$ cat src/pngse_pkg.sv
// ============================================================================
// pngse_pkg: shared types and constants of the PNG stored-deflate encoder
// Command word passed from the front end to the byte sequencer, PNG/zlib
// constants, and the byte-wise CRC-32 and big-endian byte select helpers.
// ============================================================================
package pngse_pkg;

    // Field and port widths
    localparam int PIX_W      = 32;
    localparam int CFG_IDX_W  = 1;
    localparam int CFG_DATA_W = 14;
    localparam int MAX_SIDE   = 8192;
    localparam int SIDE_W     = CFG_DATA_W;
    localparam int COL_W      = $clog2(MAX_SIDE);
    localparam int RAW_W      = 29;
    localparam int QUEUE_DEPTH = 2;

    // Configuration register indexes
    localparam logic [CFG_IDX_W-1:0] CFG_WIDTH  = 1'b0;
    localparam logic [CFG_IDX_W-1:0] CFG_HEIGHT = 1'b1;

    // Checksums
    localparam logic [31:0] CRC_POLY  = 32'hEDB88320;
    localparam logic [31:0] ALL_ONES  = 32'hFFFFFFFF;
    localparam logic [15:0] BLOCK_MAX = 16'hFFFF;
    localparam logic [16:0] ADLER_MOD = 17'd65521;

    // PNG / zlib stream constants
    localparam logic [7:0]  PNG_SIG [8] = '{8'd137, 8'd80, 8'd78, 8'd71,
                                             8'd13, 8'd10, 8'd26, 8'd10};
    localparam logic [31:0] IHDR_LEN    = 32'd13;
    localparam logic [31:0] IEND_LEN    = 32'd0;
    localparam logic [31:0] TYPE_IHDR   = 32'h49484452;
    localparam logic [31:0] TYPE_IDAT   = 32'h49444154;
    localparam logic [31:0] TYPE_IEND   = 32'h49454E44;
    localparam logic [7:0]  IHDR_DEPTH  = 8'd8;
    localparam logic [7:0]  IHDR_COLOR  = 8'd6;
    localparam logic [7:0]  ZLIB_CMF    = 8'h78;
    localparam logic [7:0]  ZLIB_FLG    = 8'h01;
    localparam logic [7:0]  FILTER_NONE = 8'd0;
    // zlib header (2) plus Adler trailer (4)
    localparam logic [31:0] ZLIB_OVERHEAD = 32'd6;

    // One queued command: what the sequencer must emit for one pixel word
    typedef struct packed {
        logic              trl_only;  // emit the deferred trailer, drop pixel
        logic              hdr;       // file header precedes the pixel
        logic              filt;      // row start: filter byte first
        logic              last;      // last pixel: trailer follows
        logic [SIDE_W-1:0] w;
        logic [SIDE_W-1:0] h;
        logic [PIX_W-1:0]  pixel;
    } t_cmd;

    function automatic logic [31:0] crc32_byte(input logic [31:0] crc,
                                               input logic [7:0]  b);
        logic [31:0] c;
        c = crc ^ {24'd0, b};
        for (int k = 0; k < 8; k++) begin
            c = c[0] ? ((c >> 1) ^ CRC_POLY) : (c >> 1);
        end
        return c;
    endfunction

    // Byte k of a word, most significant first
    function automatic logic [7:0] be_byte(input logic [31:0] word,
                                           input logic [1:0]  k);
        logic [4:0] sh;
        sh = {~k, 3'b000};
        return 8'(word >> sh);
    endfunction

endpackage

$ cat src/pngse_if.sv
// ============================================================================
// pngse_if: stream channels of the PNG encoder
// Pixel word channel and PNG byte channel, valid/ready handshake.
// ============================================================================
interface pngse_pix_if;
    import pngse_pkg::*;

    logic             valid;
    logic             ready;
    logic [PIX_W-1:0] pixel_rgba;

    modport source (output valid, output pixel_rgba, input ready);
    modport sink   (input valid, input pixel_rgba, output ready);
endinterface

interface pngse_byte_if;
    logic       valid;
    logic       ready;
    logic [7:0] out_byte;
    logic       last_of_run;
    logic       file_done;

    modport source (output valid, output out_byte, output last_of_run,
                    output file_done, input ready);
    modport sink   (input valid, input out_byte, input last_of_run,
                    input file_done, output ready);
endinterface

$ cat src/png_stored_deflate_encoder.sv
// ============================================================================
// png_stored_deflate_encoder: streaming PNG writer, RGBA8, stored deflate
// Takes RGBA pixel words in raster order and emits a complete PNG file.
// ============================================================================
// A pixel word passes the queue, the sequencer state and the output byte register
//   before its first byte shows on o_png. Throughput: one byte per cycle while the
//   sink is ready, set by that register; a pixel is 4 bytes, +1 per row start, +5
//   per block header, +43 for the file header first and +20 for the trailer last.
// Reset: synchronous, active low; empties the queue, idles the sequencer and
//   sets both size registers to 1.
module png_stored_deflate_encoder (
    input  logic                             i_clk,
    input  logic                             i_rst_n,
    input  logic                             i_cfg_we,
    input  logic [pngse_pkg::CFG_IDX_W-1:0]  i_cfg_idx,
    input  logic [pngse_pkg::CFG_DATA_W-1:0] i_cfg_data,
    pngse_pix_if.sink                        i_pix,
    pngse_byte_if.source                     o_png
);
    import pngse_pkg::*;

    // front end -> queue
    logic fr_valid, fr_ready;
    t_cmd fr_cmd;
    // queue -> sequencer
    logic q_valid, q_ready;
    t_cmd q_cmd;

    // Front end: holds width/height registers, latches them on the first
    // pixel of a file, and counts columns and rows so that each word is
    // tagged with header, filter-byte and end-of-image flags. A one-pixel
    // image defers its trailer to a command of its own for the next word.
    pngse_front u_front (
        .i_clk       (i_clk),
        .i_rst_n     (i_rst_n),
        .i_cfg_we    (i_cfg_we),
        .i_cfg_idx   (i_cfg_idx),
        .i_cfg_data  (i_cfg_data),
        .i_pix_valid (i_pix.valid),
        .o_pix_ready (i_pix.ready),
        .i_pixel     (i_pix.pixel_rgba),
        .o_cmd_valid (fr_valid),
        .i_cmd_ready (fr_ready),
        .o_cmd       (fr_cmd)
    );

    // Queue: lets the front end take pixels while the sequencer is still
    // busy with a long header or trailer burst.
    pngse_queue u_queue (
        .i_clk        (i_clk),
        .i_rst_n      (i_rst_n),
        .i_push_valid (fr_valid),
        .o_push_ready (fr_ready),
        .i_push_data  (fr_cmd),
        .o_pop_valid  (q_valid),
        .i_pop_ready  (q_ready),
        .o_pop_data   (q_cmd)
    );

    // Sequencer: walks header, block headers, raw bytes and trailer one byte
    // per cycle into a single output register; the register loads whenever
    // it is empty or being drained, so a stalled sink holds the byte and
    // freezes the sequencer with it. CRC-32 and Adler-32 advance as bytes
    // load. The IDAT length is worked out in a short multiply pipeline
    // while the signature bytes go out.
    pngse_back u_back (
        .i_clk       (i_clk),
        .i_rst_n     (i_rst_n),
        .i_cmd_valid (q_valid),
        .o_cmd_ready (q_ready),
        .i_cmd       (q_cmd),
        .o_valid     (o_png.valid),
        .i_ready     (o_png.ready),
        .o_byte      (o_png.out_byte),
        .o_last      (o_png.last_of_run),
        .o_done      (o_png.file_done)
    );

endmodule

$ cat src/pngse_front.sv
// ============================================================================
// pngse_front: pixel intake and classification
// Holds the size registers, tracks row and column, and turns each pixel word
// into a command for the byte sequencer.
// ============================================================================
module pngse_front (
    input  logic                             i_clk,
    input  logic                             i_rst_n,
    input  logic                             i_cfg_we,
    input  logic [pngse_pkg::CFG_IDX_W-1:0]  i_cfg_idx,
    input  logic [pngse_pkg::CFG_DATA_W-1:0] i_cfg_data,
    input  logic                             i_pix_valid,
    output logic                             o_pix_ready,
    input  logic [pngse_pkg::PIX_W-1:0]      i_pixel,
    output logic                             o_cmd_valid,
    input  logic                             i_cmd_ready,
    output pngse_pkg::t_cmd                  o_cmd
);
    import pngse_pkg::*;

    logic [SIDE_W-1:0] r_cfg_w, r_cfg_h;
    logic [SIDE_W-1:0] r_w, r_h, n_w, n_h;
    logic [COL_W-1:0]  r_col, r_row, n_col, n_row;
    logic              r_in_img, n_in_img;
    logic              r_trl_pend, n_trl_pend;

    logic [SIDE_W-1:0] w_eff, h_eff;
    logic              col_last, row_last, img_last, push;

    function automatic logic [SIDE_W-1:0] clamp_side(input logic [SIDE_W-1:0] v);
        if (v == '0) begin
            return SIDE_W'(1);
        end else if (v > SIDE_W'(MAX_SIDE)) begin
            return SIDE_W'(MAX_SIDE);
        end else begin
            return v;
        end
    endfunction

    // latch size only at the first pixel of a file
    assign w_eff    = r_in_img ? r_w : clamp_side(r_cfg_w);
    assign h_eff    = r_in_img ? r_h : clamp_side(r_cfg_h);
    assign col_last = SIDE_W'(r_col) == (w_eff - SIDE_W'(1));
    assign row_last = SIDE_W'(r_row) == (h_eff - SIDE_W'(1));
    assign img_last = col_last && row_last;

    assign o_pix_ready = i_cmd_ready;
    assign o_cmd_valid = i_pix_valid;
    assign push        = i_pix_valid && i_cmd_ready;

    always_comb begin
        o_cmd.trl_only = r_trl_pend;
        o_cmd.hdr      = !r_trl_pend && !r_in_img;
        o_cmd.filt     = r_col == '0;
        // single-pixel image: trailer goes out with the next word
        o_cmd.last     = img_last && r_in_img;
        o_cmd.w        = w_eff;
        o_cmd.h        = h_eff;
        o_cmd.pixel    = i_pixel;
    end

    always_comb begin
        n_w        = r_w;
        n_h        = r_h;
        n_col      = r_col;
        n_row      = r_row;
        n_in_img   = r_in_img;
        n_trl_pend = r_trl_pend;
        if (push) begin
            if (r_trl_pend) begin
                n_trl_pend = 1'b0;
                n_in_img   = 1'b0;
            end else begin
                if (!r_in_img) begin
                    n_w      = w_eff;
                    n_h      = h_eff;
                    n_in_img = 1'b1;
                end
                if (img_last) begin
                    n_col = '0;
                    n_row = '0;
                    if (r_in_img) begin
                        n_in_img = 1'b0;
                    end else begin
                        n_trl_pend = 1'b1;
                    end
                end else if (col_last) begin
                    n_col = '0;
                    n_row = r_row + COL_W'(1);
                end else begin
                    n_col = r_col + COL_W'(1);
                end
            end
        end
    end

    always_ff @(posedge i_clk) begin
        if (!i_rst_n) begin
            r_cfg_w    <= SIDE_W'(1);
            r_cfg_h    <= SIDE_W'(1);
            r_col      <= '0;
            r_row      <= '0;
            r_in_img   <= 1'b0;
            r_trl_pend <= 1'b0;
        end else begin
            if (i_cfg_we) begin
                unique case (i_cfg_idx)
                    CFG_WIDTH:  r_cfg_w <= i_cfg_data;
                    CFG_HEIGHT: r_cfg_h <= i_cfg_data;
                endcase
            end
            r_col      <= n_col;
            r_row      <= n_row;
            r_in_img   <= n_in_img;
            r_trl_pend <= n_trl_pend;
        end
    end

    always_ff @(posedge i_clk) begin
        r_w <= n_w;
        r_h <= n_h;
    end

endmodule

$ cat src/pngse_queue.sv
// ============================================================================
// pngse_queue: command queue
// Short FIFO between the front end and the byte sequencer.
// ============================================================================
module pngse_queue (
    input  logic            i_clk,
    input  logic            i_rst_n,
    input  logic            i_push_valid,
    output logic            o_push_ready,
    input  pngse_pkg::t_cmd i_push_data,
    output logic            o_pop_valid,
    input  logic            i_pop_ready,
    output pngse_pkg::t_cmd o_pop_data
);
    import pngse_pkg::*;

    localparam int PTR_W = (QUEUE_DEPTH > 1) ? $clog2(QUEUE_DEPTH) : 1;
    localparam int CNT_W = $clog2(QUEUE_DEPTH + 1);

    t_cmd             r_mem [QUEUE_DEPTH];
    logic [PTR_W-1:0] r_wp, r_rp;
    logic [CNT_W-1:0] r_cnt;
    logic             push, pop;

    assign o_push_ready = r_cnt != CNT_W'(QUEUE_DEPTH);
    assign o_pop_valid  = r_cnt != '0;
    assign o_pop_data   = r_mem[r_rp];
    assign push         = i_push_valid && o_push_ready;
    assign pop          = o_pop_valid && i_pop_ready;

    function automatic logic [PTR_W-1:0] ptr_inc(input logic [PTR_W-1:0] p);
        return (p == PTR_W'(QUEUE_DEPTH - 1)) ? '0 : p + PTR_W'(1);
    endfunction

    always_ff @(posedge i_clk) begin
        if (!i_rst_n) begin
            r_wp  <= '0;
            r_rp  <= '0;
            r_cnt <= '0;
        end else begin
            if (push) r_wp <= ptr_inc(r_wp);
            if (pop)  r_rp <= ptr_inc(r_rp);
            if (push && !pop) begin
                r_cnt <= r_cnt + CNT_W'(1);
            end else if (pop && !push) begin
                r_cnt <= r_cnt - CNT_W'(1);
            end
        end
    end

    always_ff @(posedge i_clk) begin
        if (push) r_mem[r_wp] <= i_push_data;
    end

endmodule

$ cat src/pngse_back.sv
// ============================================================================
// pngse_back: byte sequencer
// Emits file header, stored block headers, raw bytes and trailer one byte a
// cycle unless the sink stalls, keeping chunk CRC-32 and raw data Adler-32.
// ============================================================================
module pngse_back (
    input  logic            i_clk,
    input  logic            i_rst_n,
    input  logic            i_cmd_valid,
    output logic            o_cmd_ready,
    input  pngse_pkg::t_cmd i_cmd,
    output logic            o_valid,
    input  logic            i_ready,
    output logic [7:0]      o_byte,
    output logic            o_last,
    output logic            o_done
);
    import pngse_pkg::*;

    typedef enum logic [3:0] {
        S_IDLE = 4'b0001,
        S_HDR  = 4'b0010,
        S_RAW  = 4'b0100,
        S_TRL  = 4'b1000
    } t_bstate;

    localparam int IDX_W = 6;
    localparam int BLK_W = SIDE_W;
    localparam logic [IDX_W-1:0] HDR_IHDR_TYPE = 6'd12;
    localparam logic [IDX_W-1:0] HDR_IDAT_TYPE = 6'd37;
    localparam logic [IDX_W-1:0] HDR_LAST      = 6'd42;
    localparam logic [IDX_W-1:0] TRL_LAST      = 6'd19;
    localparam logic [2:0]       BH_LAST       = 3'd4;
    localparam logic [2:0]       RAW_LAST      = 3'd4;

    t_bstate          r_state, n_state;
    logic [IDX_W-1:0] r_idx, n_idx;
    logic [2:0]       r_bh, n_bh, r_rix, n_rix;
    t_cmd             r_cmd, n_cmd;
    logic [31:0]      r_crc, n_crc;
    logic [15:0]      r_alo, n_alo, r_ahi, n_ahi;
    logic [15:0]      r_blk, n_blk;
    logic [RAW_W-1:0] r_raw, n_raw;
    logic [RAW_W-1:0] r_prod;
    logic [BLK_W-1:0] r_nblk;
    logic [31:0]      r_ilen;
    logic             r_ovalid, r_olast, r_odone;
    logic [7:0]       r_obyte;

    logic        adv, start;
    logic [7:0]  e_byte;
    logic        e_crc, e_init, e_fin, e_done, e_adler;
    logic [15:0] bh_len;
    logic        bh_final;
    logic [7:0]  raw_byte;
    logic [16:0] alo_sum, ahi_sum;
    logic [15:0] alo_new, ahi_new;
    logic [31:0] crc_base;
    logic [29:0] blk_y;
    logic [16:0] blk_s;

    // ---- stored block header fields
    assign bh_final = r_raw[RAW_W-1:16] == '0;
    assign bh_len   = bh_final ? r_raw[15:0] : BLOCK_MAX;
    assign raw_byte = (r_rix == '0) ? FILTER_NONE
                                    : be_byte(r_cmd.pixel, 2'(r_rix - 3'd1));

    // ---- byte select
    always_comb begin
        e_byte  = '0;
        e_crc   = 1'b0;
        e_init  = 1'b0;
        e_fin   = 1'b0;
        e_done  = 1'b0;
        e_adler = 1'b0;
        unique case (r_state)
            S_IDLE: begin
                e_byte = '0;
            end
            S_HDR: begin
                e_crc  = 1'b1;
                e_init = (r_idx == HDR_IHDR_TYPE) || (r_idx == HDR_IDAT_TYPE);
                unique case (r_idx) inside
                    [6'd0:6'd7]: begin
                        e_byte = PNG_SIG[r_idx[2:0]];
                        e_crc  = 1'b0;
                    end
                    [6'd8:6'd11]: begin
                        e_byte = be_byte(IHDR_LEN, r_idx[1:0]);
                        e_crc  = 1'b0;
                    end
                    [6'd12:6'd15]: e_byte = be_byte(TYPE_IHDR, r_idx[1:0]);
                    [6'd16:6'd19]: e_byte = be_byte(32'(r_cmd.w), r_idx[1:0]);
                    [6'd20:6'd23]: e_byte = be_byte(32'(r_cmd.h), r_idx[1:0]);
                    6'd24:         e_byte = IHDR_DEPTH;
                    6'd25:         e_byte = IHDR_COLOR;
                    [6'd26:6'd28]: e_byte = '0;
                    [6'd29:6'd32]: begin
                        e_byte = be_byte(~r_crc, 2'(r_idx - 6'd29));
                        e_crc  = 1'b0;
                    end
                    [6'd33:6'd36]: begin
                        e_byte = be_byte(r_ilen, 2'(r_idx - 6'd33));
                        e_crc  = 1'b0;
                    end
                    [6'd37:6'd40]: e_byte = be_byte(TYPE_IDAT, 2'(r_idx - 6'd37));
                    6'd41:         e_byte = ZLIB_CMF;
                    6'd42:         e_byte = ZLIB_FLG;
                    default:       e_byte = '0;
                endcase
            end
            S_RAW: begin
                e_crc = 1'b1;
                if (r_blk == '0) begin
                    unique case (r_bh)
                        3'd0:    e_byte = {7'd0, bh_final};
                        3'd1:    e_byte = bh_len[7:0];
                        3'd2:    e_byte = bh_len[15:8];
                        3'd3:    e_byte = ~bh_len[7:0];
                        3'd4:    e_byte = ~bh_len[15:8];
                        default: e_byte = '0;
                    endcase
                end else begin
                    e_byte  = raw_byte;
                    e_adler = 1'b1;
                    e_fin   = (r_rix == RAW_LAST) && !r_cmd.last;
                end
            end
            S_TRL: begin
                unique case (r_idx[4:2])
                    3'd0: begin
                        e_byte = be_byte({r_ahi, r_alo}, r_idx[1:0]);
                        e_crc  = 1'b1;
                    end
                    3'd1:    e_byte = be_byte(~r_crc, r_idx[1:0]);
                    3'd2:    e_byte = be_byte(IEND_LEN, r_idx[1:0]);
                    3'd3: begin
                        e_byte = be_byte(TYPE_IEND, r_idx[1:0]);
                        e_crc  = 1'b1;
                        e_init = r_idx[1:0] == 2'd0;
                    end
                    3'd4:    e_byte = be_byte(~r_crc, r_idx[1:0]);
                    default: e_byte = '0;
                endcase
                e_fin  = r_idx == TRL_LAST;
                e_done = r_idx == TRL_LAST;
            end
            default: e_byte = '0;
        endcase
    end

    // ---- Adler-32 step, both sums reduced by one compare and subtract
    assign alo_sum = {1'b0, r_alo} + {9'd0, e_byte};
    assign alo_new = (alo_sum >= ADLER_MOD) ? 16'(alo_sum - ADLER_MOD) : alo_sum[15:0];
    assign ahi_sum = {1'b0, r_ahi} + {1'b0, alo_new};
    assign ahi_new = (ahi_sum >= ADLER_MOD) ? 16'(ahi_sum - ADLER_MOD) : ahi_sum[15:0];
    assign crc_base = e_init ? ALL_ONES : r_crc;

    // ---- handshake
    assign adv         = !r_ovalid || i_ready;
    assign o_cmd_ready = (r_state == S_IDLE) || (adv && e_fin);
    assign start       = i_cmd_valid && o_cmd_ready;

    always_comb begin
        n_state = r_state;
        n_idx   = r_idx;
        n_bh    = r_bh;
        n_rix   = r_rix;
        n_cmd   = r_cmd;
        n_crc   = r_crc;
        n_alo   = r_alo;
        n_ahi   = r_ahi;
        n_blk   = r_blk;
        n_raw   = r_raw;
        if (adv && (r_state != S_IDLE)) begin
            if (e_crc) n_crc = crc32_byte(crc_base, e_byte);
            if (e_adler) begin
                n_alo = alo_new;
                n_ahi = ahi_new;
                n_blk = r_blk - 16'd1;
                n_raw = r_raw - RAW_W'(1);
            end
            unique case (r_state)
                S_HDR: begin
                    if (r_idx == HDR_LAST) begin
                        n_state = S_RAW;
                        n_rix   = r_cmd.filt ? 3'd0 : 3'd1;
                        n_bh    = '0;
                        n_raw   = r_prod;
                        n_blk   = '0;
                        n_alo   = 16'd1;
                        n_ahi   = '0;
                    end else begin
                        n_idx = r_idx + IDX_W'(1);
                    end
                end
                S_RAW: begin
                    if (r_blk == '0) begin
                        if (r_bh == BH_LAST) begin
                            n_bh  = '0;
                            n_blk = bh_len;
                        end else begin
                            n_bh = r_bh + 3'd1;
                        end
                    end else if (r_rix == RAW_LAST) begin
                        n_state = r_cmd.last ? S_TRL : S_IDLE;
                        n_idx   = '0;
                    end else begin
                        n_rix = r_rix + 3'd1;
                    end
                end
                S_TRL: begin
                    if (r_idx == TRL_LAST) begin
                        n_state = S_IDLE;
                        n_crc   = ALL_ONES;
                    end else begin
                        n_idx = r_idx + IDX_W'(1);
                    end
                end
                default: n_state = r_state;
            endcase
        end
        // take the next command on the cycle the current one finishes
        if (start) begin
            n_cmd = i_cmd;
            n_idx = '0;
            n_bh  = '0;
            n_rix = i_cmd.filt ? 3'd0 : 3'd1;
            priority if (i_cmd.trl_only) begin
                n_state = S_TRL;
            end else if (i_cmd.hdr) begin
                n_state = S_HDR;
            end else begin
                n_state = S_RAW;
            end
        end
    end

    // ---- IDAT length: raw = h*(4w+1), blocks = ceil(raw/65535)
    assign blk_y = {1'b0, r_prod} + 30'(BLOCK_MAX - 16'd1);
    assign blk_s = 17'(blk_y[29:16]) + 17'(blk_y[15:0]);

    always_ff @(posedge i_clk) begin
        r_prod <= RAW_W'(30'(r_cmd.h) * 30'({r_cmd.w, 2'b01}));
        r_nblk <= blk_y[29:16] + BLK_W'(blk_s >= 17'(BLOCK_MAX));
        r_ilen <= 32'(r_prod) + 32'({r_nblk, 2'b00}) + 32'(r_nblk) + ZLIB_OVERHEAD;
    end

    always_ff @(posedge i_clk) begin
        if (!i_rst_n) begin
            r_state  <= S_IDLE;
            r_idx    <= '0;
            r_bh     <= '0;
            r_rix    <= '0;
            r_crc    <= ALL_ONES;
            r_alo    <= 16'd1;
            r_ahi    <= '0;
            r_ovalid <= 1'b0;
        end else begin
            r_state <= n_state;
            r_idx   <= n_idx;
            r_bh    <= n_bh;
            r_rix   <= n_rix;
            r_crc   <= n_crc;
            r_alo   <= n_alo;
            r_ahi   <= n_ahi;
            if (adv) r_ovalid <= r_state != S_IDLE;
        end
    end

    always_ff @(posedge i_clk) begin
        r_cmd <= n_cmd;
        r_blk <= n_blk;
        r_raw <= n_raw;
        if (adv) begin
            r_obyte <= e_byte;
            r_olast <= e_fin;
            r_odone <= e_done;
        end
    end

    assign o_valid = r_ovalid;
    assign o_byte  = r_obyte;
    assign o_last  = r_olast;
    assign o_done  = r_odone;

endmodule

$ cat src/flat_wrapper.sv
// flat-port wrapper written by rule: the top's interface ports become plain ports
module png_stored_deflate_encoder_flat import pngse_pkg::*;
  (i_clk, i_rst_n, i_cfg_we, i_cfg_idx, i_cfg_data, i_pix_valid, i_pix_pixel_rgba, i_pix_ready, o_png_valid, o_png_out_byte, o_png_last_of_run, o_png_file_done, o_png_ready);
  pngse_pix_if i_pix_i ();
  pngse_byte_if o_png_i ();
  input  logic i_clk;
  input  logic i_rst_n;
  input  logic i_cfg_we;
  input  logic [pngse_pkg::CFG_IDX_W-1:0] i_cfg_idx;
  input  logic [pngse_pkg::CFG_DATA_W-1:0] i_cfg_data;
  input wire logic [$bits(i_pix_i.valid)-1:0] i_pix_valid;
  input wire logic [$bits(i_pix_i.pixel_rgba)-1:0] i_pix_pixel_rgba;
  output wire logic [$bits(i_pix_i.ready)-1:0] i_pix_ready;
  output wire logic [$bits(o_png_i.valid)-1:0] o_png_valid;
  output wire logic [$bits(o_png_i.out_byte)-1:0] o_png_out_byte;
  output wire logic [$bits(o_png_i.last_of_run)-1:0] o_png_last_of_run;
  output wire logic [$bits(o_png_i.file_done)-1:0] o_png_file_done;
  input wire logic [$bits(o_png_i.ready)-1:0] o_png_ready;
  assign i_pix_i.valid = i_pix_valid;
  assign i_pix_i.pixel_rgba = i_pix_pixel_rgba;
  assign i_pix_ready = i_pix_i.ready;
  assign o_png_valid = o_png_i.valid;
  assign o_png_out_byte = o_png_i.out_byte;
  assign o_png_last_of_run = o_png_i.last_of_run;
  assign o_png_file_done = o_png_i.file_done;
  assign o_png_i.ready = o_png_ready;
  png_stored_deflate_encoder u_core (.i_clk(i_clk), .i_rst_n(i_rst_n), .i_cfg_we(i_cfg_we), .i_cfg_idx(i_cfg_idx), .i_cfg_data(i_cfg_data), .i_pix(i_pix_i), .o_png(o_png_i));
endmodule
$ cat config.mk
export PLATFORM = sky130hd
export DESIGN_NAME = png_stored_deflate_encoder_flat
export DESIGN_NICKNAME = d
export VERILOG_FILES = /design/src/pngse_pkg.sv /design/src/pngse_if.sv /design/src/png_stored_deflate_encoder.sv /design/src/pngse_front.sv /design/src/pngse_queue.sv /design/src/pngse_back.sv /design/src/flat_wrapper.sv
export SDC_FILE = /design/constraint.sdc
export NUM_CORES = 2
export LEC_CHECK = 0
export BUFFER_PORTS_ARGS = -buffer_cell sky130_fd_sc_hd__buf_4
export CORE_MARGIN = 10
export CORE_UTILIZATION = 40
export CTS_CLUSTER_DIAMETER = 150
export CTS_CLUSTER_SIZE = 28
export DETAILED_ROUTE_END_ITERATION = 8
export GPL_ROUTABILITY_DRIVEN = 1
export PLACE_DENSITY = 0.52
export SYNTH_ARGS = -nofsm -noshare
export SYNTH_HDL_FRONTEND = slang
export SYNTH_HIERARCHICAL = 1
export SYNTH_SLANG_ARGS = --single-unit
$ cat constraint.sdc
create_clock -name i_clk -period 18.1 [get_ports i_clk]
set_input_delay 1.81 -clock i_clk [delete_from_list [all_inputs] [get_ports i_clk]]
set_output_delay 1.81 -clock i_clk [all_outputs]
set_load 0.01 [all_outputs]
==> flow_metrics.env <==
export IMPL_synth_edff_count=273
export IMPL_io_buffers=63
export IMPL_clk_root_buffer_cell="clkbuf_16"
export IMPL_ys_ff_latch=488
export IMPL_wl_per_cell_um=20.5
export IMPL_drive_gt1_frac=0.0861
export IMPL_synth_area_leader_cell="edfxtp_1"
export IMPL_layout_commonest_cell="nand2_1"
export IMPL_start_util=0.405
export IMPL_hold_buffers=0
export IMPL_hold_path_class="register to register"
export IMPL_cp_max_fo=49
export IMPL_clock_latency_ns=0.61
export IMPL_track_usage=0.190
export IMPL_path_class="register to register"
export IMPL_grt_pass1_vias=25400
export IMPL_synth_async_reset_ratio=0
export IMPL_ys_seq_area_frac=0.360
export IMPL_cpMostUsedCell="inv_1"
export IMPL_place_area_mm2=0.0361
export IMPL_period_minus_slack_ns=11.27
export IMPL_grt_max_degree=68
export IMPL_tightest_slew_ns=1.10
export IMPL_required_ns=18.61
export IMPL_fmax_mhz=88.7
export IMPL_syn_area_mm2=0.0347
export IMPL_fin_crit_sh=0.623
export IMPL_slew_violations=0
export IMPL_overflow=0
export IMPL_cts_sinks=488
export IMPL_synth_area_leaders="edfxtp_1 (24%), dfxtp_1 (12%), fa_1 (9.6%)"
export IMPL_hold_viol_final=0
export IMPL_syn_num_nets=3964
export IMPL_firstDrtPassIters=7
export IMPL_areaGrowthSynthToFinish_pct=5.68
export IMPL_critPathLaunchType="register"
export IMPL_ys_types=110
export IMPL_drv_cap=0
export IMPL_finClkSkew_ns=0.0432
export IMPL_die_w_um=315
export IMPL_final_area_mm2=0.0367
export IMPL_cts_tree="done"
export IMPL_finalHoldWorstSlack_ns=0.481
export IMPL_viasPerCell=5.49
export IMPL_cts_resized=0
export IMPL_ios=64
export IMPL_fin_util=0.428
export IMPL_die_h_um=315
export IMPL_status="completed"
export IMPL_clock_path_buffers=3
export IMPL_finalSetupViolCount=0
export IMPL_die_area_mm2=0.0990
export IMPL_drt_iter0_drc=2021
export IMPL_slowest_delay_ns=0.88
export IMPL_rsz0062_at_grt="no"
export IMPL_cp_slowest_cell="o2111ai_1"
export IMPL_fin_nets=3907
export IMPL_crit_arrival_ns=11.78
export IMPL_syn_area_per_cell_um2=9.78
export IMPL_maxSlewHeadroom=0.266
export IMPL_final_cell_mix="nand2_1 (385), edfxtp_1 (273), inv_1 (268)"
export IMPL_ant_nets=0
export IMPL_finalSetupTns_ns=0
export IMPL_numCtsBuffers=21
export IMPL_core_area_mm2=0.0857
export IMPL_nFillCells=8546
export IMPL_grt_pass1_wl_um=149000
export IMPL_gp_congestion=0.901
export IMPL_cp_end_kind="register"
export IMPL_rows=107
export IMPL_synthCells=3548
export IMPL_dpl_hpwl_um=70400
export IMPL_yosys_warnings=6
export IMPL_drc=0
export IMPL_vias=25500
export IMPL_postCtsSetupRepairBufs=0
export IMPL_drt_wl_total_um=95100
export IMPL_grt_antenna_before_repair=5
export IMPL_synth_top_area_share=0.236
export IMPL_synthFlopType="edfxtp_1"
export IMPL_path_clk_slew_ns=0.12
export IMPL_htreeDepth=1
==> cell usage after synthesis, types with 44 or more instances <==
cell,count
a21oi_1,151
and2_1,116
buf_4,44
clkbuf_1,120
dfxtp_1,215
edfxtp_1,273
fa_1,167
ha_1,197
inv_1,271
mux2_2,71
nand2_1,385
nand3_1,56
nor2_1,224
nor3_1,71
o21ai_0,131
xnor2_1,197
xor2_1,117
==> state kept, by name (all words and copies together), names as in the netlist, 14 cells and up, named ones only <==
register and count:
u_core/u_back/r_nblk 14, u_core/u_queue/r_mem 128, u_core/u_back/r_raw 29, u_core/u_front/r_w 14, u_core/u_back/r_cmd 62, u_core/u_back/r_ilen 30
u_core/u_back/r_alo 16, u_core/u_front/r_h 14, u_core/u_front/r_cfg_w 14, u_core/u_back/r_blk 16, u_core/u_back/r_crc 32, u_core/u_back/r_prod 29
u_core/u_back/r_ahi 16, u_core/u_front/r_cfg_h 14
==> worst paths after layout <==
path                     startpoint                 endpoint  slack [ns]  cells past startpoint
min          u_core/u_back/r_rix[2]   u_core/u_back/r_rix[2]        0.48                      2
max reg2reg  u_core/u_back/r_idx[0]  u_core/u_back/r_ahi[10]        6.83                     33
max          u_core/u_back/r_idx[0]  u_core/u_back/r_ahi[10]        6.83                     33
min reg2reg  u_core/u_back/r_rix[2]   u_core/u_back/r_rix[2]        0.48                      2
==> area by class of cell <==
class / count / area [µm²] / area share
diodes: 1 / 2.50 / 0.0000682
clock buffers: 36 / 582 / 0.0159
clock inverters: 2 / 25.0 / 0.000682
inverters: 272 / 1020 / 0.0278
multi-input cells: 2591 / 20200 / 0.552
flip-flops and latches: 488 / 12500 / 0.341
well taps: 1144 / 1430 / 0.0390
repair buffers: 117 / 878 / 0.0239
==> cells by family (layout without fill, tap and decap cells) <==
group	Yosys count	after routing	synth area share
muxes	109	109	0.0394
buffers and inverters	469	427	0.0578
xor gates and xnor gates	318	318	0.0815
other	0	1	0
DFF	488	488	0.360
adders and majority gates	365	365	0.168
and+or+nand+nor	1131	1131	0.163
AOI/OAI and AO/OA	668	668	0.131
==> stage by stage <==
stage	cells	setup slack, ns
global placement	4612	7.29
floorplan	3548	8.69
CTS	4650	6.93
detailed placement	4612	7.00
finish	4651	6.83
global route	4650	5.60
==> worst max-delay path, delay by kind of cell, from the launching register on <==
family / cells / cell delay (ns)
AOI/OAI and AO/OA: 12 / 4.93
and+or+nand+nor: 10 / 2.78
buffers and inverters: 5 / 1.34
adders and majority gates: 3 / 1.12
xor gates and xnor gates: 3 / 0.59
DFF: 1 / 0.33
==> routing by layer <==
| layer | share of wire | track usage | wire length, µm |
|---|---|---|---|
| met5 | 0.00037 | 0 | 35 |
| met1 | 0.46 | 0.263 | 44100 |
| met3 | 0.057 | 0.0294 | 5390 |
| met4 | 0.023 | 0.0429 | 2170 |
| met2 | 0.46 | 0.308 | 43400 |
Power is left out: the tool's default activity adds up to more than one toggle a clock period on the data nets, which glitch-free logic cannot reach.
